--- config.mk ---
export PLATFORM = sky130hd
export DESIGN_NAME = dbcs_glyph_address_generator_core
export DESIGN_NICKNAME = d
export VERILOG_FILES = /design/src/rtl/dgag_pkg.sv /design/src/rtl/dgag_mac.sv /design/src/rtl/dgag_ctrl.sv /design/src/rtl/dgag_glyph_address_top_placeholder.sv /design/src/rtl/dbcs_glyph_address_generator_core.sv
export SDC_FILE = /design/constraint.sdc
export NUM_CORES = 1
export LEC_CHECK = 0
export BUFFER_PORTS_ARGS = -buffer_cell sky130_fd_sc_hd__clkbuf_2
export CELL_PAD_IN_SITES_DETAIL_PLACEMENT = 0
export CELL_PAD_IN_SITES_GLOBAL_PLACEMENT = 1
export CORE_MARGIN = 3
export CORE_UTILIZATION = 25
export DETAILED_ROUTE_END_ITERATION = 8
export PLACE_DENSITY = 0.59
export SYNTH_ARGS = -nofsm -noshare
export SYNTH_HDL_FRONTEND = slang
export SYNTH_SLANG_ARGS = --single-unit
export TNS_END_PERCENT = 30
--- constraint.sdc ---
create_clock -name clk_i -period 20.1 [get_ports clk_i]
set_clock_uncertainty 0.1 [all_clocks]
set_input_delay 2.01 -clock clk_i [delete_from_list [all_inputs] [get_ports clk_i]]
set_output_delay 2.01 -clock clk_i [all_outputs]
set_load 0.01 [all_outputs]
--- src/rtl/dgag_pkg.sv ---
// shared types and constants for the double-byte glyph address generator
// no dependencies; imported by every rtl module of the block except dgag_checker
package dgag_pkg;

  // configuration register indexes
  typedef enum logic [2:0] {
    REG_FONT_LOADED  = 3'd0,
    REG_ASCII_WIDTH  = 3'd1,
    REG_CJK_WIDTH    = 3'd2,
    REG_GLYPH_HEIGHT = 3'd3,
    REG_ASCII_OFFSET = 3'd4,
    REG_CJK_OFFSET   = 3'd5
  } reg_idx_e;

  // text decoding constants
  localparam logic [7:0]  LeadMask    = 8'h80;
  localparam logic [7:0]  RowBase     = 8'hA1;
  localparam logic [7:0]  CellsPerRow = 8'd94;
  // bitmap size saturation limit
  localparam logic [9:0]  GlyphMaxBytes = 10'd128;
  // dimension clamp limits
  localparam logic [5:0]  DimMax = 6'd32;

  // configuration register file contents
  typedef struct packed {
    logic        font_loaded;
    logic [5:0]  ascii_width;
    logic [5:0]  cjk_width;
    logic [5:0]  glyph_height;
    logic [31:0] ascii_offset;
    logic [31:0] cjk_offset;
  } cfg_t;

  // one multiply-add command for the shared unit: a * b + addend
  typedef struct packed {
    logic [15:0] a;       // signed multiplicand
    logic [7:0]  b;       // unsigned multiplier
    logic [31:0] addend;  // added modulo 2^32
  } mac_op_t;

  // one glyph fetch request
  typedef struct packed {
    logic [15:0] next_x;
    logic        is_wide;
    logic [1:0]  mode_out;
    logic [7:0]  pos_y;
    logic [15:0] pos_x;
    logic [5:0]  glyph_width;
    logic [7:0]  glyph_bytes;
    logic [31:0] glyph_offset;
  } glyph_req_t;

endpackage

--- src/rtl/dgag_mac.sv ---
// shared multiply-add unit with registered result
// depends on dgag_pkg for the command struct
module dgag_mac import dgag_pkg::*; (
  input  logic        clk_i,
  input  mac_op_t     op_i,
  output logic [31:0] res_o
);

  logic signed [24:0] prod;
  logic [31:0]        res_d;
  logic [31:0]        res_q;

  // signed 16 x unsigned 8 product, sign extended and added modulo 2^32
  assign prod  = $signed(op_i.a) * $signed({1'b0, op_i.b});
  assign res_d = {{7{prod[24]}}, prod} + op_i.addend;

  always_ff @(posedge clk_i) begin
    res_q <= res_d;
  end

  assign res_o = res_q;

endmodule

--- src/rtl/dgag_ctrl.sv ---
// sequencer: byte decoding, pen and lead-byte state, shared unit control, result register
// depends on dgag_pkg; drives the dgag_mac unit through a mac_op_t command
module dgag_ctrl import dgag_pkg::*; (
  input  logic        clk_i,
  input  logic        rst_ni,
  input  cfg_t        cfg_i,
  input  logic        in_valid_i,
  output logic        in_ready_o,
  input  logic [7:0]  char_byte_i,
  input  logic        string_start_i,
  input  logic [15:0] start_x_i,
  input  logic [7:0]  row_y_i,
  input  logic [1:0]  draw_mode_i,
  output mac_op_t     mac_op_o,
  input  logic [31:0] mac_res_i,
  output logic        out_valid_o,
  input  logic        out_ready_i,
  output glyph_req_t  out_o
);

  typedef enum logic [2:0] {
    ST_IDLE,
    ST_STRIDE,
    ST_NARROW,
    ST_ROW,
    ST_CELL,
    ST_DONE
  } state_e;

  state_e      state_q, state_d;
  logic [7:0]  lead_q, lead_d;
  logic        pend_q, pend_d;
  logic [15:0] pen_q, pen_d;
  logic [7:0]  char_q, char_d;
  logic        wide_q, wide_d;
  logic [5:0]  w_q, w_d;
  logic [7:0]  y_q, y_d;
  logic [1:0]  mode_q, mode_d;
  logic [7:0]  stride_q, stride_d;
  logic        out_valid_q, out_valid_d;
  glyph_req_t  out_q, out_d;

  logic        accept;
  logic [15:0] pen_eff;
  logic        pend_eff;
  logic [6:0]  w_round;
  logic [15:0] row_idx;
  logic [15:0] col_idx;
  logic [9:0]  bytes_sat;

  function automatic logic [5:0] clamp_dim(input logic [5:0] v);
    logic [5:0] r;
    r = v;
    if (v == 6'd0) r = 6'd1;
    else if (v > DimMax) r = DimMax;
    return r;
  endfunction

  assign accept   = in_valid_i && (state_q == ST_IDLE);
  assign pen_eff  = string_start_i ? start_x_i : pen_q;
  assign pend_eff = pend_q && !string_start_i;
  assign w_round  = {1'b0, w_q} + 7'd7;
  assign row_idx  = {8'd0, lead_q} - {8'd0, RowBase};
  assign col_idx  = {8'd0, char_q} - {8'd0, RowBase};
  assign bytes_sat = ({2'b00, stride_q} > GlyphMaxBytes) ? GlyphMaxBytes
                                                          : {2'b00, stride_q};

  // operand select for the shared unit
  always_comb begin
    mac_op_o = '0;
    unique case (state_q)
      ST_STRIDE: begin
        mac_op_o.a = {13'd0, w_round[5:3]};
        mac_op_o.b = {2'b00, clamp_dim(cfg_i.glyph_height)};
      end
      ST_NARROW: begin
        mac_op_o.a      = {8'd0, char_q};
        mac_op_o.b      = mac_res_i[7:0];
        mac_op_o.addend = cfg_i.ascii_offset;
      end
      ST_ROW: begin
        mac_op_o.a      = row_idx;
        mac_op_o.b      = CellsPerRow;
        mac_op_o.addend = {{16{col_idx[15]}}, col_idx};
      end
      ST_CELL: begin
        mac_op_o.a      = mac_res_i[15:0];
        mac_op_o.b      = stride_q;
        mac_op_o.addend = cfg_i.cjk_offset;
      end
      ST_DONE: begin
        // recirculate the offset while the result register is busy
        mac_op_o.addend = mac_res_i;
      end
      ST_IDLE: mac_op_o = '0;
      default: mac_op_o = '0;
    endcase
  end

  // next state
  always_comb begin
    state_d     = state_q;
    lead_d      = lead_q;
    pend_d      = pend_q;
    pen_d       = pen_q;
    char_d      = char_q;
    wide_d      = wide_q;
    w_d         = w_q;
    y_d         = y_q;
    mode_d      = mode_q;
    stride_d    = stride_q;
    out_d       = out_q;
    out_valid_d = out_valid_q && !out_ready_i;

    unique case (state_q)
      ST_IDLE: begin
        if (accept) begin
          pen_d  = pen_eff;
          pend_d = pend_eff;
          char_d = char_byte_i;
          y_d    = row_y_i;
          mode_d = draw_mode_i;
          if (char_byte_i == 8'd0) begin
            // terminator drops a pending lead byte
            pend_d = 1'b0;
          end else if (pend_eff) begin
            // trail byte completes a wide glyph
            pend_d = 1'b0;
            wide_d = 1'b1;
            w_d    = clamp_dim(cfg_i.cjk_width);
            if (cfg_i.font_loaded) state_d = ST_STRIDE;
          end else if ((char_byte_i & LeadMask) != 8'd0) begin
            lead_d = char_byte_i;
            pend_d = 1'b1;
          end else if (cfg_i.ascii_offset != 32'd0) begin
            wide_d = 1'b0;
            w_d    = clamp_dim(cfg_i.ascii_width);
            if (cfg_i.font_loaded) state_d = ST_STRIDE;
          end
        end
      end
      ST_STRIDE: begin
        state_d = wide_q ? ST_ROW : ST_NARROW;
      end
      ST_NARROW: begin
        stride_d = mac_res_i[7:0];
        state_d  = ST_DONE;
      end
      ST_ROW: begin
        stride_d = mac_res_i[7:0];
        state_d  = ST_CELL;
      end
      ST_CELL: begin
        state_d = ST_DONE;
      end
      ST_DONE: begin
        // load result register once it is free
        if (!out_valid_q || out_ready_i) begin
          out_d.glyph_offset = mac_res_i;
          out_d.glyph_bytes  = bytes_sat[7:0];
          out_d.glyph_width  = w_q;
          out_d.pos_x        = pen_q;
          out_d.pos_y        = y_q;
          out_d.mode_out     = mode_q;
          out_d.is_wide      = wide_q;
          out_d.next_x       = pen_q + {10'd0, w_q};
          out_valid_d        = 1'b1;
          pen_d              = pen_q + {10'd0, w_q};
          state_d            = ST_IDLE;
        end
      end
      default: state_d = ST_IDLE;
    endcase
  end

  // state and registered outputs
  always_ff @(posedge clk_i or negedge rst_ni) begin
    if (!rst_ni) begin
      state_q     <= ST_IDLE;
      lead_q      <= 8'd0;
      pend_q      <= 1'b0;
      pen_q       <= 16'd0;
      out_valid_q <= 1'b0;
    end else begin
      state_q     <= state_d;
      lead_q      <= lead_d;
      pend_q      <= pend_d;
      pen_q       <= pen_d;
      out_valid_q <= out_valid_d;
    end
  end

  // payload registers
  always_ff @(posedge clk_i) begin
    char_q   <= char_d;
    wide_q   <= wide_d;
    w_q      <= w_d;
    y_q      <= y_d;
    mode_q   <= mode_d;
    stride_q <= stride_d;
    out_q    <= out_d;
  end

  assign in_ready_o  = (state_q == ST_IDLE);
  assign out_valid_o = out_valid_q;
  assign out_o       = out_q;

endmodule

--- src/rtl/dgag_glyph_address_top_placeholder.sv ---
// configuration register file for the glyph address generator
// depends on dgag_pkg; feeds the cfg_t struct to the sequencer
module dgag_cfg_regs import dgag_pkg::*; (
  input  logic        clk_i,
  input  logic        rst_ni,
  input  logic        cfg_we_i,
  input  logic [2:0]  cfg_addr_i,
  input  logic [31:0] cfg_wdata_i,
  output cfg_t        cfg_o
);

  cfg_t cfg_q, cfg_d;

  // register write decode
  always_comb begin
    cfg_d = cfg_q;
    if (cfg_we_i) begin
      unique case (cfg_addr_i)
        REG_FONT_LOADED:  cfg_d.font_loaded  = cfg_wdata_i[0];
        REG_ASCII_WIDTH:  cfg_d.ascii_width  = cfg_wdata_i[5:0];
        REG_CJK_WIDTH:    cfg_d.cjk_width    = cfg_wdata_i[5:0];
        REG_GLYPH_HEIGHT: cfg_d.glyph_height = cfg_wdata_i[5:0];
        REG_ASCII_OFFSET: cfg_d.ascii_offset = cfg_wdata_i;
        REG_CJK_OFFSET:   cfg_d.cjk_offset   = cfg_wdata_i;
        default:          cfg_d = cfg_q;
      endcase
    end
  end

  always_ff @(posedge clk_i or negedge rst_ni) begin
    if (!rst_ni) begin
      cfg_q.font_loaded  <= 1'b0;
      cfg_q.ascii_width  <= 6'd8;
      cfg_q.cjk_width    <= 6'd16;
      cfg_q.glyph_height <= 6'd16;
      cfg_q.ascii_offset <= 32'd0;
      cfg_q.cjk_offset   <= 32'd0;
    end else begin
      cfg_q <= cfg_d;
    end
  end

  assign cfg_o = cfg_q;

endmodule

--- src/rtl/dbcs_glyph_address_generator_core.sv ---
// narrow glyph passes states STRIDE, NARROW, DONE from input transaction to result, wide
// glyph passes STRIDE, ROW, CELL, DONE; no new byte is taken until the glyph leaves DONE,
//   as the shared multiply-add unit computes stride, row*94+cell and cell*stride in turn
// bytes that give no result (terminator, lead byte, skipped glyph) leave the sequencer idle
// reset: asynchronous active low; clears pen, lead byte state and configuration registers to defaults
// depends on dgag_pkg, dgag_cfg_regs, dgag_mac, dgag_ctrl
module dbcs_glyph_address_generator_core import dgag_pkg::*; (
  input  logic        clk_i,
  input  logic        rst_ni,
  // configuration write port
  input  logic        cfg_we_i,
  input  logic [2:0]  cfg_addr_i,
  input  logic [31:0] cfg_wdata_i,
  // text byte stream
  input  logic        s_axis_tvalid,
  output logic        s_axis_tready,
  input  logic [39:0] s_axis_tdata,  // char_byte, start_x, row_y, draw_mode, zero pad
  input  logic        s_axis_tuser,  // string_start
  // glyph fetch requests
  output logic        m_axis_tvalid,
  input  logic        m_axis_tready,
  output logic [87:0] m_axis_tdata,  // glyph_offset, glyph_bytes, glyph_width, pos_x,
                                     // pos_y, mode_out, next_x
  output logic        m_axis_tuser   // is_wide
);

  cfg_t        cfg;
  mac_op_t     mac_op;
  logic [31:0] mac_res;
  glyph_req_t  req;

  dgag_cfg_regs u_cfg (
    .clk_i       (clk_i),
    .rst_ni      (rst_ni),
    .cfg_we_i    (cfg_we_i),
    .cfg_addr_i  (cfg_addr_i),
    .cfg_wdata_i (cfg_wdata_i),
    .cfg_o       (cfg)
  );

  dgag_mac u_mac (
    .clk_i (clk_i),
    .op_i  (mac_op),
    .res_o (mac_res)
  );

  dgag_ctrl u_ctrl (
    .clk_i          (clk_i),
    .rst_ni         (rst_ni),
    .cfg_i          (cfg),
    .in_valid_i     (s_axis_tvalid),
    .in_ready_o     (s_axis_tready),
    .char_byte_i    (s_axis_tdata[7:0]),
    .string_start_i (s_axis_tuser),
    .start_x_i      (s_axis_tdata[23:8]),
    .row_y_i        (s_axis_tdata[31:24]),
    .draw_mode_i    (s_axis_tdata[33:32]),
    .mac_op_o       (mac_op),
    .mac_res_i      (mac_res),
    .out_valid_o    (m_axis_tvalid),
    .out_ready_i    (m_axis_tready),
    .out_o          (req)
  );

  // pack result fields, lowest first
  assign m_axis_tdata = {req.next_x, req.mode_out, req.pos_y, req.pos_x,
                         req.glyph_width, req.glyph_bytes, req.glyph_offset};
  assign m_axis_tuser = req.is_wide;

endmodule

# After elaboration in Yosys (flattened, before gate mapping)
# Cells that the tools add are included.
[word_totals]
register_bits = 266
latchBits = 0
ramBits = 0
mem_bits_ro = 0
inputBits = 81
output_inout_bits = 91
mem_count = 0
[op_classes]
n_addsub = 5
mul = 1
div_mod_pow = 0
order_cmp = 4
eq_ne = 17
n_shift = 0
muxes = 31
n_bitwise = 2
reduce_logical = 30
[ops]
columns = ["op", "n"]
rows = [
  ["case mux 32 bit (4 select lines)", 1],
  ["case mux 24 bit (4 select lines)", 1],
  ["two-way mux 6 bit", 9],
  ["two-way mux 16 bit", 3],
  ["adder 32 bit", 1],
  ["case mux 16 bit (2 select lines)", 1],
  ["nonzero test 32 bit", 1],
  ["multiplier 16 x 9 -> 25 bit", 1],
  ["two-way mux 3 bit", 7],
  ["greater-than comparator 6 bit (second input constant)", 3],
  ["logical NOT 6 bit", 3],
  ["subtractor 8 x 8 -> 9 bit (second input constant)", 2],
  ["adder 16 x 6 -> 16 bit", 1],
  ["AND reduction 2 bit", 8],
  ["case mux 3 bit (5 select lines)", 1],
  ["AND reduction 5 bit", 3],
  ["== test 3 x 2 -> 1 bit (second input constant)", 4],
  ["== test 3 bit (second input constant)", 4],
  ["greater-than comparator 8 bit (second input constant)", 1],
  ["logical NOT 8 bit", 1],
  ["two-way mux 1 bit", 8],
  ["inequality test 2 x 1 -> 1 bit (second input constant)", 4],
  ["adder 6 x 3 -> 6 bit (second input constant)", 1],
  ["== test 3 x 1 -> 1 bit (second input constant)", 2],
  ["other kinds (11)", 19],
]

# Logic depth before layout (Yosys ltp)
[depth]
word_depth = 7
mapped_depth = 35
mapped_depth_nobuf = 33

# By module
# Synthesis repeated with hierarchy kept, for this count alone.
[hier_totals]
cells_unflattened = 1615
hier_area_um2 = 17407.9
[by_module_without_submodules]
columns = ["mod", "instances", "cells_each", "area_per_inst_um2"]
rows = [
  ["dgag_ctrl", 1, 662, 7541.0],
  ["dgag_mac", 1, 772, 6731.5],
  ["dgag_cfg_regs", 1, 181, 3135.5],
]

# Worst setup path before layout
# OpenSTA, ideal clock, no wires.
[synth_path]
kind = "register -> register"
startpoint = "reg u_ctrl.state_q[2]"
endpoint = "reg u_mac.res_q[31], in the netlist u_mac.res_o[31]"
setup_ns = 0.125
t_arrival_ns = 7.293
t_required_ns = 19.875
path_slack_ns = 12.582
stages_incl_launch_ff = 33
n_path_buf = 3
period_less_slack_ns = 7.518
cell_sequence = "dfrtp_1 > clkbuf_1 > nand2_1 > nor2_1 > clkbuf_1 > nand2_1 > nand3_1 > clkbuf_1 > nand2_1 > fa_1 > inv_1 > fa_1 > fa_1 > inv_1 > fa_1 > inv_1 > ha_1 > a21o_1 > a21oi_1 > nor3b_1 > a211oi_1 > o21ai_1 > a21boi_1 > or4b_1 > nand3_1 > ha_1 > a21o_1 > a21o_1 > a21oi_1 > o22a_1 > o211ai_1 > o31a_1 > xor2_1"
[synth_between]
elab_chain_len = 4
word_cells_on_any_way = 9
cone_classes = "add/sub (1); mul (1); eq/ne (5); mux (2)"
[synth_rtl]
columns = ["item", "line_no", "rtl"]
rows = [
  ["start, declared", "dgag_ctrl.sv:30", "state_e state_q, state_d;"],
  ["start signal, assigned", "dgag_ctrl.sv:185", "state_q <= state_d;"],
  ["== test 3 bit, or another cell as far along", "dgag_ctrl.sv:71", "unique case (state_q)"],
  ["case mux 24 bit (4 select lines)", "dgag_ctrl.sv:71", ""],
  ["multiplier 16 x 9 -> 25 bit", "dgag_mac.sv:14", "assign prod = $signed(op_i.a) * $signed({1'b0, op_i.b});"],
  ["adder 32 bit *", "dgag_mac.sv:15", "assign res_d = {{7{prod[24]}}, prod} + op_i.addend;"],
  ["named net u_mac.res_d[31]", "dgag_mac.sv:10", "logic [31:0] res_d;"],
  ["end signal, assigned", "dgag_mac.sv:18", "res_q <= res_d;"],
  ["end, declared", "dgag_mac.sv:11", "logic [31:0] res_q;"],
]
# Mark *: on every way through the listed nets, which the timed path passes. The rest lies on a longest branch.
# A chain may end at the register's enable or synchronous reset.

# Final worst setup path
[layout_path]
startpoint = "reg u_ctrl.state_q[0]"
endpoint = "reg u_mac.res_q[30], in the netlist u_mac.res_o[30]"
# The elaborated chain is that of the path after synthesis.

==> results.sh <==
export IMPL_clock_sinks=266
export IMPL_synth_ff_type="edfxtp_1"
export IMPL_cp_required_ns=20.47
export IMPL_clk_path_buf_depth=3
export IMPL_cts_root_buf="clkbuf_16"
export IMPL_routed_wl_um=47000
export IMPL_num_nets_final=2066
export IMPL_tns_ns=0
export IMPL_status="finished, final reports clean"
export IMPL_finalMaxSlewViolations=0
export IMPL_drtIter0Drc=887
export IMPL_vias=12373
export IMPL_syn_area_per_cell_um2=10.6
export IMPL_insertion_delay_ns=0.54
export IMPL_hold_class="flip-flop to flip-flop"
export IMPL_drive_gt1_share_pct=20.1
export IMPL_rsz0062_at_grt="no"
export IMPL_dpl_cell_area_um2=19100
export IMPL_area_growth_pct=17.6
export IMPL_power_density_nw_per_um2=128
export IMPL_die_y_um=268
export IMPL_fp_row_count=95
export IMPL_grtUsageTotal_pct=13.2
export IMPL_worstHoldStart="u_ctrl.y_q[6]$_DFFE_PP_"
export IMPL_crit_start="u_ctrl.state_q[0]$_DFFE_PN0P_"
export IMPL_io_buffers=165
export IMPL_io_pins=172
export IMPL_worst_slew_pin_slew_ns=1.33
export IMPL_yosys_top_cells_area="edfxtp_1 (21%), dfrtp_1 (16%), fa_1 (12%)"
export IMPL_r2r_slack_ns=10.80
export IMPL_wire_per_inst_um=17.4
export IMPL_seq_area_frac_synth_pct=41.4
export IMPL_yosysTopAreaCellShare_pct=21.3
export IMPL_synth_edff_count=122
export IMPL_synthArstFlopShare_pct=42.1
export IMPL_dieArea_um2=71900
export IMPL_slowest_stage="a211oi_1"
export IMPL_crit_top_cell="fa_1"
export IMPL_cts_buffers=34
export IMPL_worstSetupPathType="flip-flop to flip-flop"
export IMPL_worst_setup_path_end_kind="flip-flop"
export IMPL_drc=0
export IMPL_leakage_nw=9.02
export IMPL_start_kind="flip-flop"
export IMPL_cts_hold_buf=0
export IMPL_finalWeightedCongestion=0.799
export IMPL_power_total_mw=2.58
export IMPL_fin_area_um2=20200
export IMPL_postRouteAntennaNets=0
export IMPL_ctsHtreeMaxLevel=2
export IMPL_fmax_mhz=108
export IMPL_yosys_area_top_type="edfxtp_1"
export IMPL_cp_slowest_stage_delay_ns=1.16
export IMPL_grt_pass1_vias=12789
export IMPL_synthesis_area_um2=17200
export IMPL_overflow=0
export IMPL_setup_ws_ns=10.80
export IMPL_fin_crit_sh_pct=46.3
export IMPL_grt_max_degree=63
export IMPL_cts_clk_slew_worst_paths_ns=0.06
export IMPL_ff2ff_path_depth=27
export IMPL_synth_seq_cells=266
export IMPL_core_um2=67600
export IMPL_cp_arrival_ns=9.67
export IMPL_fin_crit_ns=9.30
export IMPL_r2r_start="u_ctrl.state_q[0]$_DFFE_PN0P_"
export IMPL_maxCapViolations=0
export IMPL_cts_resized=0
export IMPL_fin_util_pct=29.9
export IMPL_viasPerCell=4.60
export IMPL_dp_hpwl_um=36000
export IMPL_initial_core_util_pct=25.4
export IMPL_yosysWarnings=0
export IMPL_slew_headroom_pct=10.7
export IMPL_drtPass1Iterations=5
export IMPL_min_delay_worst_endpoint="u_ctrl.out_o[68]$_DFFE_PP_"
export IMPL_post_cts_buffers=0
export IMPL_synth_cell_type_count=67
export IMPL_grt_antenna_before_repair=7
export IMPL_hold_viol=0
export IMPL_whs_path_depth=0
export IMPL_dp_slack_ns=10.96
export IMPL_die_x_um=268
export IMPL_synth_cells=1620
export IMPL_grt_pass1_wl_um=74200
export IMPL_peakVddDrop_v=0.0000605
export IMPL_cts_tree="built"
export IMPL_final_setup_viol_count=0
export IMPL_r2r_end="u_mac.res_o[30]$_DFF_P_"
export IMPL_syn_num_nets=1896
export IMPL_path_max_fanout=31
-- stage by stage --
step | hold WS (ns) | instances
after floorplan | 0.300 | 1620
after global placement | 0.301 | 2627
after detailed placement | 0.305 | 2627
after CTS | 0.321 | 2689
after global routing | 0.324 | 2689
final | 0.318 | 2692
-- area by class of cell --
type | instances | area (um2)
Sequential cell | 266 | 7110
Clock inverter | 19 | 205
Multi-Input combinational cell | 1121 | 9210
Fill cell | 6956 | 47400
Inverter | 183 | 687
Clock buffer | 43 | 916
Tap cell | 873 | 1090
Timing Repair Buffer | 184 | 971
Antenna cell | 3 | 7.51
-- how the worst max path moves through the flow --
| stage | to | slack, ns | cells past startpoint |
|---|---|---|---|
| finish | u_mac.res_o[30]$_DFF_P_ | 10.80 | 27 |
| CTS | u_mac.res_o[30]$_DFF_P_ | 10.91 | 27 |
| floorplan | u_mac.res_o[31]$_DFF_P_ | 12.58 | 32 |
| global placement | u_mac.res_o[30]$_DFF_P_ | 10.95 | 27 |
| global route | u_mac.res_o[30]$_DFF_P_ | 10.30 | 27 |
| detailed placement | u_mac.res_o[30]$_DFF_P_ | 10.96 | 27 |
-- cells by family after synthesis --
logic type	Yosys count	share of synthesized area, %
AOI/OAI and AO/OA	298	11.3
xor gates and xnor gates	75	3.83
adders and majority gates	195	18.8
buffers and inverters	233	5.15
DFF	266	41.4
muxes	129	8.22
and+or+nand+nor	424	11.4
-- cell usage after synthesis, drive strengths merged, types with 3 or more instances --
cell	number
nor4	15
nand2	125
a2bb2oi	6
a21oi	72
mux2	96
and3	10
nor2b	23
nand2b	21
inv	183
xor2	27
dfstp	3
a221oi	7
o22a	3
and2	7
a21boi	6
a31oi	12
ha	91
nor2	149
mux2i	33
o21ai	74
o22ai	9
buf	8
nor3	19
nor3b	4
a21o	32
nand3	21
or2	8
xnor2	48
nand4b	3
edfxtp	122
o31ai	5
a22oi	7
o21bai	5
dfxtp	32
a211oi	9
dfrtp	109
nand3b	6
a222oi	6
clkbuf	42
o21a	33
fa	104
nand4	7
-- routing by layer --
layer / track usage (%) / share of wire [%] / vias to the layer above
met5: 0 / 0.096 / -
met4: 2.83 / 1.5 / 6
met3: 2.95 / 6.1 / 55
met2: 21.3 / 46 / 298
met1: 18.1 / 46 / 6095
li1: - / - / 5919
-- flip-flops by register name (all words and copies together) (netlist names) --
signal              count
u_ctrl.stride_q         8
u_ctrl.out_valid_o      1
u_ctrl.pend_q           1
u_ctrl.pen_q           16
u_ctrl.char_q           8
u_ctrl.mode_q           2
u_cfg.cfg_o            83
u_ctrl.y_q              8
u_mac.res_o            32
u_ctrl.state_q          3
u_ctrl.out_o           89
u_ctrl.lead_q           8
u_ctrl.w_q              6
u_ctrl.wide_q           1
-- placed cells by master (no fill, tap or decap), types with 9 or more instances in the layout --
cell type  synthesis  layout
a21oi_1           71      69
a31oi_1           12      12
o21ai_0           65      65
nor3_1            19      18
clkbuf_16          0      35
a211oi_1           9       9
clkbuf_2           0     164
a21o_1            31      31
xnor2_1           48      48
o21a_1            33      33
mux2i_1           33      33
buf_4              0      20
inv_1            180     180
ha_1              91      91
fa_1             104     104
nor2_1           149     147
dfxtp_1           32      32
xor2_1            27      27
nand2_1          125     125
o22ai_1            9       9
nand2b_1          21      21
edfxtp_1         122     122
nand3_1           21      21
dfrtp_1          109     108
nor4_1            15      15
mux2_2            96      96
nor2b_1           23      23
-- critical path, delay by kind of cell (launching register included) --
kind            cells  cell delay, ns
flops               1            0.70
xor+xnor            1            0.15
buf+inv             3            0.71
simple gates        5            0.82
compound gates     12            3.95
fa+ha+maj           6            2.75
-- power breakdown --
group / leakage [nW] / total, mW / internal [mW] / switching (mW)
clock network: 0.539 / 0.613 / 0.366 / 0.247
registers: 2.72 / 0.870 / 0.744 / 0.126
logic: 5.76 / 1.10 / 0.430 / 0.671
Note: power is estimated with default switching activity, not from simulation.
